### src/hdl/bgc_pkg.sv
`timescale 1ns / 1ps

package bgc_pkg;

  // Default converter width
  localparam int READING_BITS_DEF = 12;

  // Scaling constants
  localparam int PIN_SCALE_MV  = 3300;
  localparam int PERCENT_FULL  = 100;
  localparam int MV_W          = 15;
  localparam int PCT_W         = 7;
  localparam int CNT_W         = 4;
  localparam int RATIO_W       = 4;
  localparam int CFG_IDX_W     = 3;
  localparam int CFG_DATA_W    = 15;

  // Register indexes on the configuration channel
  localparam logic [CFG_IDX_W-1:0] REG_DIVIDER_RATIO      = 3'd0;
  localparam logic [CFG_IDX_W-1:0] REG_EMPTY_MILLIVOLTS   = 3'd1;
  localparam logic [CFG_IDX_W-1:0] REG_FULL_MILLIVOLTS    = 3'd2;
  localparam logic [CFG_IDX_W-1:0] REG_CUTOFF_MILLIVOLTS  = 3'd3;
  localparam logic [CFG_IDX_W-1:0] REG_STRIKE_LIMIT       = 3'd4;
  localparam logic [CFG_IDX_W-1:0] REG_READING_CALIBRATED = 3'd5;

  // Register reset values
  localparam logic [RATIO_W-1:0] RST_DIVIDER_RATIO     = 4'd3;
  localparam logic [MV_W-1:0]    RST_EMPTY_MILLIVOLTS  = 15'd3300;
  localparam logic [MV_W-1:0]    RST_FULL_MILLIVOLTS   = 15'd4200;
  localparam logic [MV_W-1:0]    RST_CUTOFF_MILLIVOLTS = 15'd3250;
  localparam logic [CNT_W-1:0]   RST_STRIKE_LIMIT      = 4'd3;

  // No percentage seen yet
  localparam logic [7:0] PCT_NONE = 8'hFF;

endpackage

### src/hdl/battery_gauge_cutoff_top.sv
`timescale 1ns / 1ps

// Channel | Ports                          | Beat contents (low bit up)
// --------+--------------------------------+---------------------------------------------
// input   | in_tvalid, in_tready, in_tdata | reading, zero fill to whole bytes
// result  | out_tvalid,out_tready,out_tdata| battery_millivolts[14:0], charge_percent[21:15],
//         |                                | low_count[25:22], power_off[26], zero[31:27]
// config  | cfg_valid, cfg_ready,          | cfg_index selects the register, cfg_data is
//         | cfg_index, cfg_data            | the value (low bits used); cfg_ready is always 1
//
// A raw code is scaled to pin millivolts by the first divide; a calibrated reading
// skips it. The result appears in the same cycle as in_tready rises again. Skip the
// second divide when the percentage is zero outright (full not above empty, or
// battery at or below empty). After power off a beat skips both divides and reports
// the held state. The restoring divider retires one quotient bit per cycle and is
// shared by the code scaling and the gauge percentage.
// Reset (rst_n low, synchronous) restores register defaults and clears strikes.
// A finished result waits in the output register while the next beat is accepted;
// a result that cannot leave holds the block in its last state.

module battery_gauge_cutoff_top
  import bgc_pkg::*;
#(
  parameter int READING_BITS = READING_BITS_DEF
) (
  input  logic                                 clk,
  input  logic                                 rst_n,
  // reading in [READING_BITS-1:0], zero fill above
  input  logic                                 in_tvalid,
  output logic                                 in_tready,
  input  logic [((READING_BITS + 7) / 8)*8-1:0] in_tdata,
  // battery_millivolts, charge_percent, low_count, power_off, zero fill
  output logic                                 out_tvalid,
  input  logic                                 out_tready,
  output logic [31:0]                          out_tdata,
  input  logic                                 cfg_valid,
  output logic                                 cfg_ready,
  input  logic [CFG_IDX_W-1:0]                 cfg_index,
  input  logic [CFG_DATA_W-1:0]                cfg_data
);

  // Dividend is wide enough for code*3300 and for (mv-empty)*100
  localparam int NUM_W  = (READING_BITS + 12 > 22) ? READING_BITS + 12 : 22;
  // Divisor holds the full-scale code or the gauge span
  localparam int DEN_W  = (READING_BITS > MV_W) ? READING_BITS : MV_W;
  // Pin millivolts: calibrated reading or scaled code (at most 3300)
  localparam int PIN_W  = (READING_BITS > 12) ? READING_BITS : 12;
  localparam int BAT_W  = PIN_W + RATIO_W;
  localparam int ITER_W = $clog2(NUM_W);
  localparam logic [DEN_W-1:0] FULL_CODE =
    DEN_W'((64'd1 << READING_BITS) - 64'd1);
  localparam int MV_MAX_C = (1 << MV_W) - 1;

  typedef enum logic [2:0] {
    S_IDLE,
    S_DIV1,
    S_BAT,
    S_PCT,
    S_DIV2,
    S_DONE
  } state_t;

  state_t                  state_r, state_nxt;

  // Configuration registers
  logic [RATIO_W-1:0]      ratio_r;
  logic [MV_W-1:0]         empty_r;
  logic [MV_W-1:0]         full_r;
  logic [MV_W-1:0]         cutoff_r;
  logic [CNT_W-1:0]        limit_r;
  logic                    calib_r;

  // Gauge state
  logic [CNT_W-1:0]        strike_r, strike_nxt;
  logic [7:0]              prev_r;
  logic                    cut_r, cut_nxt;
  logic                    skip_r, skip_nxt;   // item arrived after power off

  // Datapath
  logic [NUM_W-1:0]        acc_r, acc_nxt;     // dividend, quotient shifts in below
  logic [DEN_W-1:0]        rem_r, rem_nxt;
  logic [DEN_W-1:0]        den_r, den_nxt;
  logic [ITER_W-1:0]       iter_r, iter_nxt;
  logic [MV_W-1:0]         bat_r, bat_nxt;
  logic [PCT_W-1:0]        pct_r, pct_nxt;

  logic                    out_tvalid_r, out_tvalid_nxt;
  logic [31:0]             out_tdata_r, out_tdata_nxt;

  logic [READING_BITS-1:0] reading;
  logic [DEN_W:0]          trial;
  logic                    fits;
  logic [NUM_W-1:0]        quot;
  logic [BAT_W-1:0]        bat_full;
  logic [MV_W-1:0]         diff;
  logic                    keep_count;
  logic                    is_low;
  logic [CNT_W-1:0]        strike_inc;
  logic                    out_free;

  assign reading    = in_tdata[READING_BITS-1:0];
  assign in_tready  = (state_r == S_IDLE);
  assign cfg_ready  = 1'b1;
  assign out_tvalid = out_tvalid_r;
  assign out_tdata  = out_tdata_r;
  assign out_free   = !out_tvalid_r || out_tready;

  // Shared divider: one restoring step per cycle
  assign trial = {rem_r, acc_r[NUM_W-1]};
  assign fits  = (trial >= {1'b0, den_r});
  assign quot  = {acc_r[NUM_W-2:0], fits};

  assign bat_full = BAT_W'(acc_r[PIN_W-1:0]) * BAT_W'(ratio_r);
  assign diff     = bat_r - empty_r;

  // Strike bookkeeping for the finished item
  assign keep_count = (bat_r == '0) && ({1'b0, pct_r} == prev_r);
  assign is_low     = (bat_r != '0) && (bat_r < cutoff_r);
  assign strike_inc = (strike_r == {CNT_W{1'b1}}) ? strike_r : strike_r + 1'b1;

  always_comb begin
    state_nxt      = state_r;
    acc_nxt        = acc_r;
    rem_nxt        = rem_r;
    den_nxt        = den_r;
    iter_nxt       = iter_r;
    bat_nxt        = bat_r;
    pct_nxt        = pct_r;
    skip_nxt       = skip_r;
    strike_nxt     = strike_r;
    cut_nxt        = cut_r;
    out_tvalid_nxt = out_tvalid_r && !out_tready;
    out_tdata_nxt  = out_tdata_r;

    case (state_r)
      S_IDLE: begin
        if (in_tvalid) begin
          skip_nxt = cut_r;
          rem_nxt  = '0;
          den_nxt  = FULL_CODE;
          iter_nxt = ITER_W'(NUM_W - 1);
          if (cut_r) begin
            // Ignore the reading, report the held state
            bat_nxt   = '0;
            pct_nxt   = prev_r[PCT_W-1:0];
            state_nxt = S_DONE;
          end else if (calib_r) begin
            acc_nxt   = NUM_W'(reading);
            state_nxt = S_BAT;
          end else begin
            acc_nxt   = NUM_W'(reading) * NUM_W'(PIN_SCALE_MV);
            state_nxt = S_DIV1;
          end
        end
      end

      S_DIV1: begin
        acc_nxt  = quot;
        rem_nxt  = fits ? DEN_W'(trial - {1'b0, den_r}) : trial[DEN_W-1:0];
        iter_nxt = iter_r - 1'b1;
        if (iter_r == '0) begin
          state_nxt = S_BAT;
        end
      end

      S_BAT: begin
        // Scale to battery side and saturate
        bat_nxt   = (bat_full > BAT_W'(MV_MAX_C)) ? MV_W'(MV_MAX_C) : bat_full[MV_W-1:0];
        state_nxt = S_PCT;
      end

      S_PCT: begin
        if ((full_r <= empty_r) || (bat_r <= empty_r)) begin
          pct_nxt   = '0;
          state_nxt = S_DONE;
        end else begin
          acc_nxt   = NUM_W'(diff) * NUM_W'(PERCENT_FULL);
          den_nxt   = DEN_W'(full_r - empty_r);
          rem_nxt   = '0;
          iter_nxt  = ITER_W'(NUM_W - 1);
          state_nxt = S_DIV2;
        end
      end

      S_DIV2: begin
        acc_nxt  = quot;
        rem_nxt  = fits ? DEN_W'(trial - {1'b0, den_r}) : trial[DEN_W-1:0];
        iter_nxt = iter_r - 1'b1;
        if (iter_r == '0) begin
          pct_nxt   = (quot > NUM_W'(PERCENT_FULL)) ? PCT_W'(PERCENT_FULL)
                                                    : quot[PCT_W-1:0];
          state_nxt = S_DONE;
        end
      end

      S_DONE: begin
        // Hold until the output register can take the beat
        if (out_free) begin
          if (!skip_r && !keep_count) begin
            if (is_low) begin
              strike_nxt = strike_inc;
              if (strike_inc >= limit_r) begin
                cut_nxt = 1'b1;
              end
            end else begin
              strike_nxt = '0;
            end
          end
          out_tvalid_nxt = 1'b1;
          out_tdata_nxt  = {5'd0, cut_nxt, strike_nxt, pct_r, bat_r};
          state_nxt      = S_IDLE;
        end
      end

      default: begin
        state_nxt = S_IDLE;
      end
    endcase
  end

  always_ff @(posedge clk) begin
    if (!rst_n) begin
      state_r      <= S_IDLE;
      out_tvalid_r <= 1'b0;
      strike_r     <= '0;
      prev_r       <= PCT_NONE;
      cut_r        <= 1'b0;
      skip_r       <= 1'b0;
      ratio_r      <= RST_DIVIDER_RATIO;
      empty_r      <= RST_EMPTY_MILLIVOLTS;
      full_r       <= RST_FULL_MILLIVOLTS;
      cutoff_r     <= RST_CUTOFF_MILLIVOLTS;
      limit_r      <= RST_STRIKE_LIMIT;
      calib_r      <= 1'b0;
    end else begin
      state_r      <= state_nxt;
      out_tvalid_r <= out_tvalid_nxt;
      out_tdata_r  <= out_tdata_nxt;
      strike_r     <= strike_nxt;
      cut_r        <= cut_nxt;
      skip_r       <= skip_nxt;
      acc_r        <= acc_nxt;
      rem_r        <= rem_nxt;
      den_r        <= den_nxt;
      iter_r       <= iter_nxt;
      bat_r        <= bat_nxt;
      pct_r        <= pct_nxt;
      // Record the percentage of every live item once it completes
      if (state_r == S_DONE && out_free && !skip_r) begin
        prev_r <= {1'b0, pct_r};
      end
      if (cfg_valid) begin
        case (cfg_index)
          REG_DIVIDER_RATIO:      ratio_r  <= cfg_data[RATIO_W-1:0];
          REG_EMPTY_MILLIVOLTS:   empty_r  <= cfg_data[MV_W-1:0];
          REG_FULL_MILLIVOLTS:    full_r   <= cfg_data[MV_W-1:0];
          REG_CUTOFF_MILLIVOLTS:  cutoff_r <= cfg_data[MV_W-1:0];
          REG_STRIKE_LIMIT:       limit_r  <= cfg_data[CNT_W-1:0];
          REG_READING_CALIBRATED: calib_r  <= cfg_data[0];
          default: begin
            // drop writes to unused indexes
          end
        endcase
      end
    end
  end

endmodule
### config.mk
export PLATFORM = sky130hd
export DESIGN_NAME = battery_gauge_cutoff_top
export DESIGN_NICKNAME = d
export VERILOG_FILES = /design/src/hdl/bgc_pkg.sv /design/src/hdl/battery_gauge_cutoff_top.sv
export SDC_FILE = /design/constraint.sdc
export NUM_CORES = 1
export LEC_CHECK = 0
export ABC_AREA = 1
export BUFFER_PORTS_ARGS = -buffer_cell sky130_fd_sc_hd__buf_2
export CORE_ASPECT_RATIO = 0.5
export CORE_MARGIN = 1.5
export CORE_UTILIZATION = 45
export DETAILED_ROUTE_END_ITERATION = 8
export GPL_ROUTABILITY_DRIVEN = 0
export PLACE_DENSITY = 0.68
export SLEW_MARGIN = 20
export SYNTH_ARGS = -nofsm -noshare
export SYNTH_HDL_FRONTEND = slang
export SYNTH_SLANG_ARGS = --single-unit
### constraint.sdc
create_clock -name clk -period 5.15 [get_ports clk]
set_input_delay 0.515 -clock clk [delete_from_list [all_inputs] [get_ports clk]]
set_output_delay 0.515 -clock clk [all_outputs]
set_load 0.01 [all_outputs]
==> impl_metrics.prom <==
# TYPE chip_impl_metric gauge
chip_impl_metric{name="async_reset_ff_share",unit="%"} 0
chip_impl_metric{name="drc",unit=""} 0
chip_impl_info{name="grt_setup_unrepaired",value="no"} 1
chip_impl_metric{name="post_cts_hold_buffer_count",unit=""} 0
chip_impl_metric{name="cap_violations",unit=""} 0
chip_impl_metric{name="timing.clock.skew",unit="ns"} 0.01217
chip_impl_metric{name="drt_iter0_markers",unit=""} 969
chip_impl_metric{name="synth.ff_latch_count",unit=""} 180
chip_impl_metric{name="min_period",unit="ns"} 4.804
chip_impl_metric{name="syn-cell-area",unit="sq um"} 15630
chip_impl_metric{name="portion_of_the_post_synthesis_area_used_by_sequential_elements",unit="%"} 29.97
chip_impl_info{name="r2r_path_end",value="acc_r[17]"} 1
chip_impl_metric{name="drt_pre_antenna_iters",unit=""} 5
chip_impl_metric{name="area_delta_synth_final",unit="%"} 8.933
chip_impl_metric{name="routed_wl",unit="microns"} 37940
chip_impl_metric{name="clk_pin_slew",unit="ns"} 0.07
chip_impl_metric{name="syn-instance-count",unit=""} 1966
chip_impl_metric{name="yosysWarningCount",unit=""} 0
chip_impl_metric{name="worstPathBufferInverterCount",unit=""} 6
chip_impl_metric{name="grtUsageTotal",unit="%"} 21.61
chip_impl_metric{name="worst_r2r_path_depth",unit=""} 23
chip_impl_info{name="status",value="completed"} 1
chip_impl_info{name="crit_top_cell",value="sky130_fd_sc_hd__inv_1"} 1
chip_impl_metric{name="worst_slew_margin_rel",unit="%"} 29.05
chip_impl_metric{name="critPathMaxStageDelay",unit="ns"} 0.54
chip_impl_metric{name="fp.dieW",unit="microns"} 266.6
chip_impl_info{name="worst_hold_path_type",value="in2reg"} 1
chip_impl_info{name="worst_hold_startpoint",value="cfg_data[10]"} 1
chip_impl_info{name="timing.setup.critical_path_class",value="reg2reg"} 1
chip_impl_metric{name="drive_above_1_share",unit="%"} 8.153
chip_impl_info{name="cp_cell_sequence",value="inv_1, ha_1, inv_1, fa_1, a31oi_2, nor2_1, nor2_2, o21ai_1, xnor2_2, inv_1, ha_1, ha_1, inv_1, fa_1, inv_1, ha_1, nand2_1, inv_1, a21boi_0, nand3_1, or2_2, nand3_1, nand3_1"} 1
chip_impl_info{name="timing.critical_path.to_type",value="register"} 1
chip_impl_metric{name="floorplan.die.height",unit="microns"} 134.8
chip_impl_info{name="hold-path-endpoint",value="empty_r[10]"} 1
chip_impl_metric{name="grt_pass1_wl",unit="microns"} 61580
chip_impl_metric{name="synth-edff-count",unit=""} 108
chip_impl_metric{name="pwr_density_cell",unit="nW/um^2"} 525.1
chip_impl_metric{name="total_congestion_overflow_after_global_routing",unit=""} 0
chip_impl_info{name="crit_path_max_delay_cell_type",value="sky130_fd_sc_hd__fa_1"} 1
chip_impl_metric{name="holdPathStages",unit=""} 3
chip_impl_metric{name="max-vdd-ir-drop",unit="uV"} 282.4
chip_impl_metric{name="post-route-period-util",unit="%"} 93.28
chip_impl_metric{name="worst-endpoint-required",unit="ns"} 5.36
chip_impl_metric{name="htree_num_levels",unit=""} 4
chip_impl_metric{name="hpwlAfterDp",unit="microns"} 29960
chip_impl_info{name="tritoncts",value="yes"} 1
chip_impl_info{name="worst_path_dominant_cell_family",value="adder cells"} 1
chip_impl_metric{name="via_count_of_the_first_global_routing_pass",unit=""} 12090
chip_impl_metric{name="clkLatencyLatePin",unit="ns"} 0.45
chip_impl_metric{name="timing.setup.tns",unit="ns"} 0
chip_impl_info{name="root_buffer_master",value="sky130_fd_sc_hd__clkbuf_16"} 1
chip_impl_metric{name="critPathArrivalTime",unit="ns"} 5.01
chip_impl_metric{name="grt_max_degree",unit=""} 45
chip_impl_metric{name="max_slew.worst_pin.slew",unit="ns"} 1.055
chip_impl_metric{name="antenna_cells_inserted",unit=""} 0
chip_impl_metric{name="clock_sink_count",unit=""} 180
chip_impl_metric{name="io_buffers",unit=""} 63
chip_impl_metric{name="nFillCells",unit=""} 3356
chip_impl_metric{name="antenna_found_initial",unit=""} 0
chip_impl_metric{name="placeableCoreArea",unit="sq um"} 34350
chip_impl_metric{name="clock_path_buffers",unit=""} 2
chip_impl_info{name="yosys_most_used_dff",value="sky130_fd_sc_hd__edfxtp_1"} 1
chip_impl_metric{name="area_taken_by_flip_flops_and_latches",unit="sq um"} 4684
chip_impl_metric{name="floorplan.initialDensity",unit="%"} 45.50
chip_impl_metric{name="netlist-cell-type-count",unit=""} 55
chip_impl_metric{name="route.detailed.vias_per_inst",unit=""} 5.143
chip_impl_metric{name="r2r_setup_slack",unit="ns"} 0.35
chip_impl_metric{name="io_pins",unit=""} 74
chip_impl_metric{name="multiInputGateArea",unit="sq um"} 9326
chip_impl_metric{name="detailroute.via_count",unit=""} 12910
chip_impl_info{name="reg_to_reg_start",value="bat_r[0]"} 1
chip_impl_metric{name="final_net_count",unit=""} 2329
chip_impl_metric{name="p_leak",unit="nW"} 8.458
chip_impl_metric{name="timing.critical_path.depth",unit=""} 23
chip_impl_metric{name="syn_area_per_cell",unit="sq um"} 7.951
chip_impl_info{name="setup.worst_path.start_class",value="register"} 1
chip_impl_metric{name="drt-wirelength-per-cell",unit="microns"} 15.11
chip_impl_metric{name="maxSlewViolCount",unit=""} 0
chip_impl_metric{name="postLayoutCoreUtil",unit="%"} 49.57
chip_impl_metric{name="numCtsBuffers",unit=""} 17
chip_impl_metric{name="fmax",unit="GHz"} 0.2082
chip_impl_metric{name="placementRows",unit=""} 48
chip_impl_metric{name="cp_max_fo",unit=""} 6
chip_impl_metric{name="die-area",unit="sq um"} 35930
chip_impl_metric{name="timing_hold_violations_final",unit=""} 0
chip_impl_metric{name="finalSetupViolations",unit=""} 0
chip_impl_metric{name="ant_nets",unit=""} 0
Yosys cell counts, drive strengths merged, types with 2 or more instances:
cell / n / share of area (%)
ha: 204 / 16
xor2: 37 / 2.1
clkinv: 2 / 0.080
o31ai: 2 / 0.096
clkbuf: 23 / 0.57
a21o: 11 / 0.53
o21bai: 14 / 0.70
nand2: 376 / 9.1
nand3b: 9 / 0.43
xnor2: 24 / 1.4
a31oi: 11 / 0.44
nor3: 19 / 0.74
nor4: 7 / 0.28
fa: 63 / 8.1
inv: 377 / 9.1
and2: 2 / 0.080
edfxtp: 108 / 21
nand3: 88 / 3.0
o211ai: 18 / 0.86
o2111ai: 4 / 0.22
or2: 6 / 0.24
nand4: 9 / 0.36
nor2: 147 / 3.8
conb: 2 / 0.048
buf: 20 / 0.90
dfxtp: 72 / 9.2
a21oi: 155 / 5.2
o21ai: 135 / 4.5
o21a: 7 / 0.34
a21boi: 4 / 0.19
o22ai: 6 / 0.24
flip-flops by register name, summed over array words and instances (netlist names), 5 cells and up:
register   cells
pct_r          7
empty_r       15
rem_r         15
bat_r         15
den_r         15
out_tdata     27
iter_r         5
acc_r         24
full_r        15
prev_r         8
cutoff_r      15
report_power, final:
group          internal, W  total, W  switching, W  leakage (nW)
Sequential         0.00186   0.00205      0.000195          1.54
Clock             0.000679   0.00131      0.000634         0.274
Combinational      0.00208   0.00558       0.00350          6.65
Total              0.00461   0.00894       0.00433          8.46
repair_timing:
| action | CTS | global route |
|---|---|---|
| setup buffers | 0 | 1 |
| gates resized for setup | 0 | 5 |
| endpoints found under the hold margin | 0 | 0 |
| setup endpoints to repair | 0 | 4 |
tightest hold or removal path: cells and delay by family:
family,cells,cell delay [ns]
buffers and inverters,1,0.10
AO/OA/AOI/OAI,1,0.06
AND/OR/NAND/NOR,1,0.05
per-stage QoR:
stage	total power (W)	hold WS [ns]	std cells	cell area, sq um	worst slack, ns
after floorplan	0.006360	0.4195	1970	15650	0.6708
after global placement	0.007471	0.4345	2478	16430	0.3174
after detailed placement	0.007580	0.4380	2478	16430	0.2742
after CTS	0.008930	0.3189	2510	17010	0.2707
after global routing	0.009891	0.3378	2511	17030	0.01631
final	0.008940	0.3281	2511	17030	0.3463
placed cells by master, fill, tap and decap left out, drive strengths merged, types with 72 or more instances in the layout:
| master | n |
|---|---|
| a21oi | 155 |
| buf | 77 |
| dfxtp | 72 |
| edfxtp | 108 |
| ha | 204 |
| inv | 384 |
| nand2 | 376 |
| nand3 | 88 |
| nor2 | 147 |
| o21ai | 135 |
cell families after synthesis:
group,Yosys count,synth area share (%)
fa+ha+maj,267,24.40
buf+inv,422,10.62
xor+xnor,61,3.466
simple gates,664,18.05
other cells,2,0.04804
flops,180,29.97
compound gates,370,13.45
layout make-up:
type                            count  share of cell area, %
Clock buffer                       17                  2.498
Clock inverter                     15                 0.8597
Inverter                          379                  8.399
Multi-Input combinational cell   1368                  54.77
Sequential cell                   180                  27.51
Tap cell                          475                  3.490
Timing Repair Buffer               77                  2.469
how the worst max path moves through the flow:
stage / startpoint / to / slack, ns
finish: bat_r[0] / acc_r[17] / 0.35
detailed placement: bat_r[0] / acc_r[17] / 0.27
global placement: in_tdata[7] / acc_r[19] / 0.32
global route: bat_r[0] / acc_r[19] / 0.02
floorplan: bat_r[0] / acc_r[17] / 0.67
CTS: bat_r[0] / acc_r[17] / 0.27
layer usage:
metal  global-route usage (%)  share of wire, %  vias to the layer above
met5                        0                 0                        -
met4                    5.492               1.7                        0
li1                         -                 -                     6527
met1                    30.85                49                     6024
met3                    2.899               4.5                       49
met2                    34.62                45                      314
Note: power is estimated with default switching activity, not from simulation.
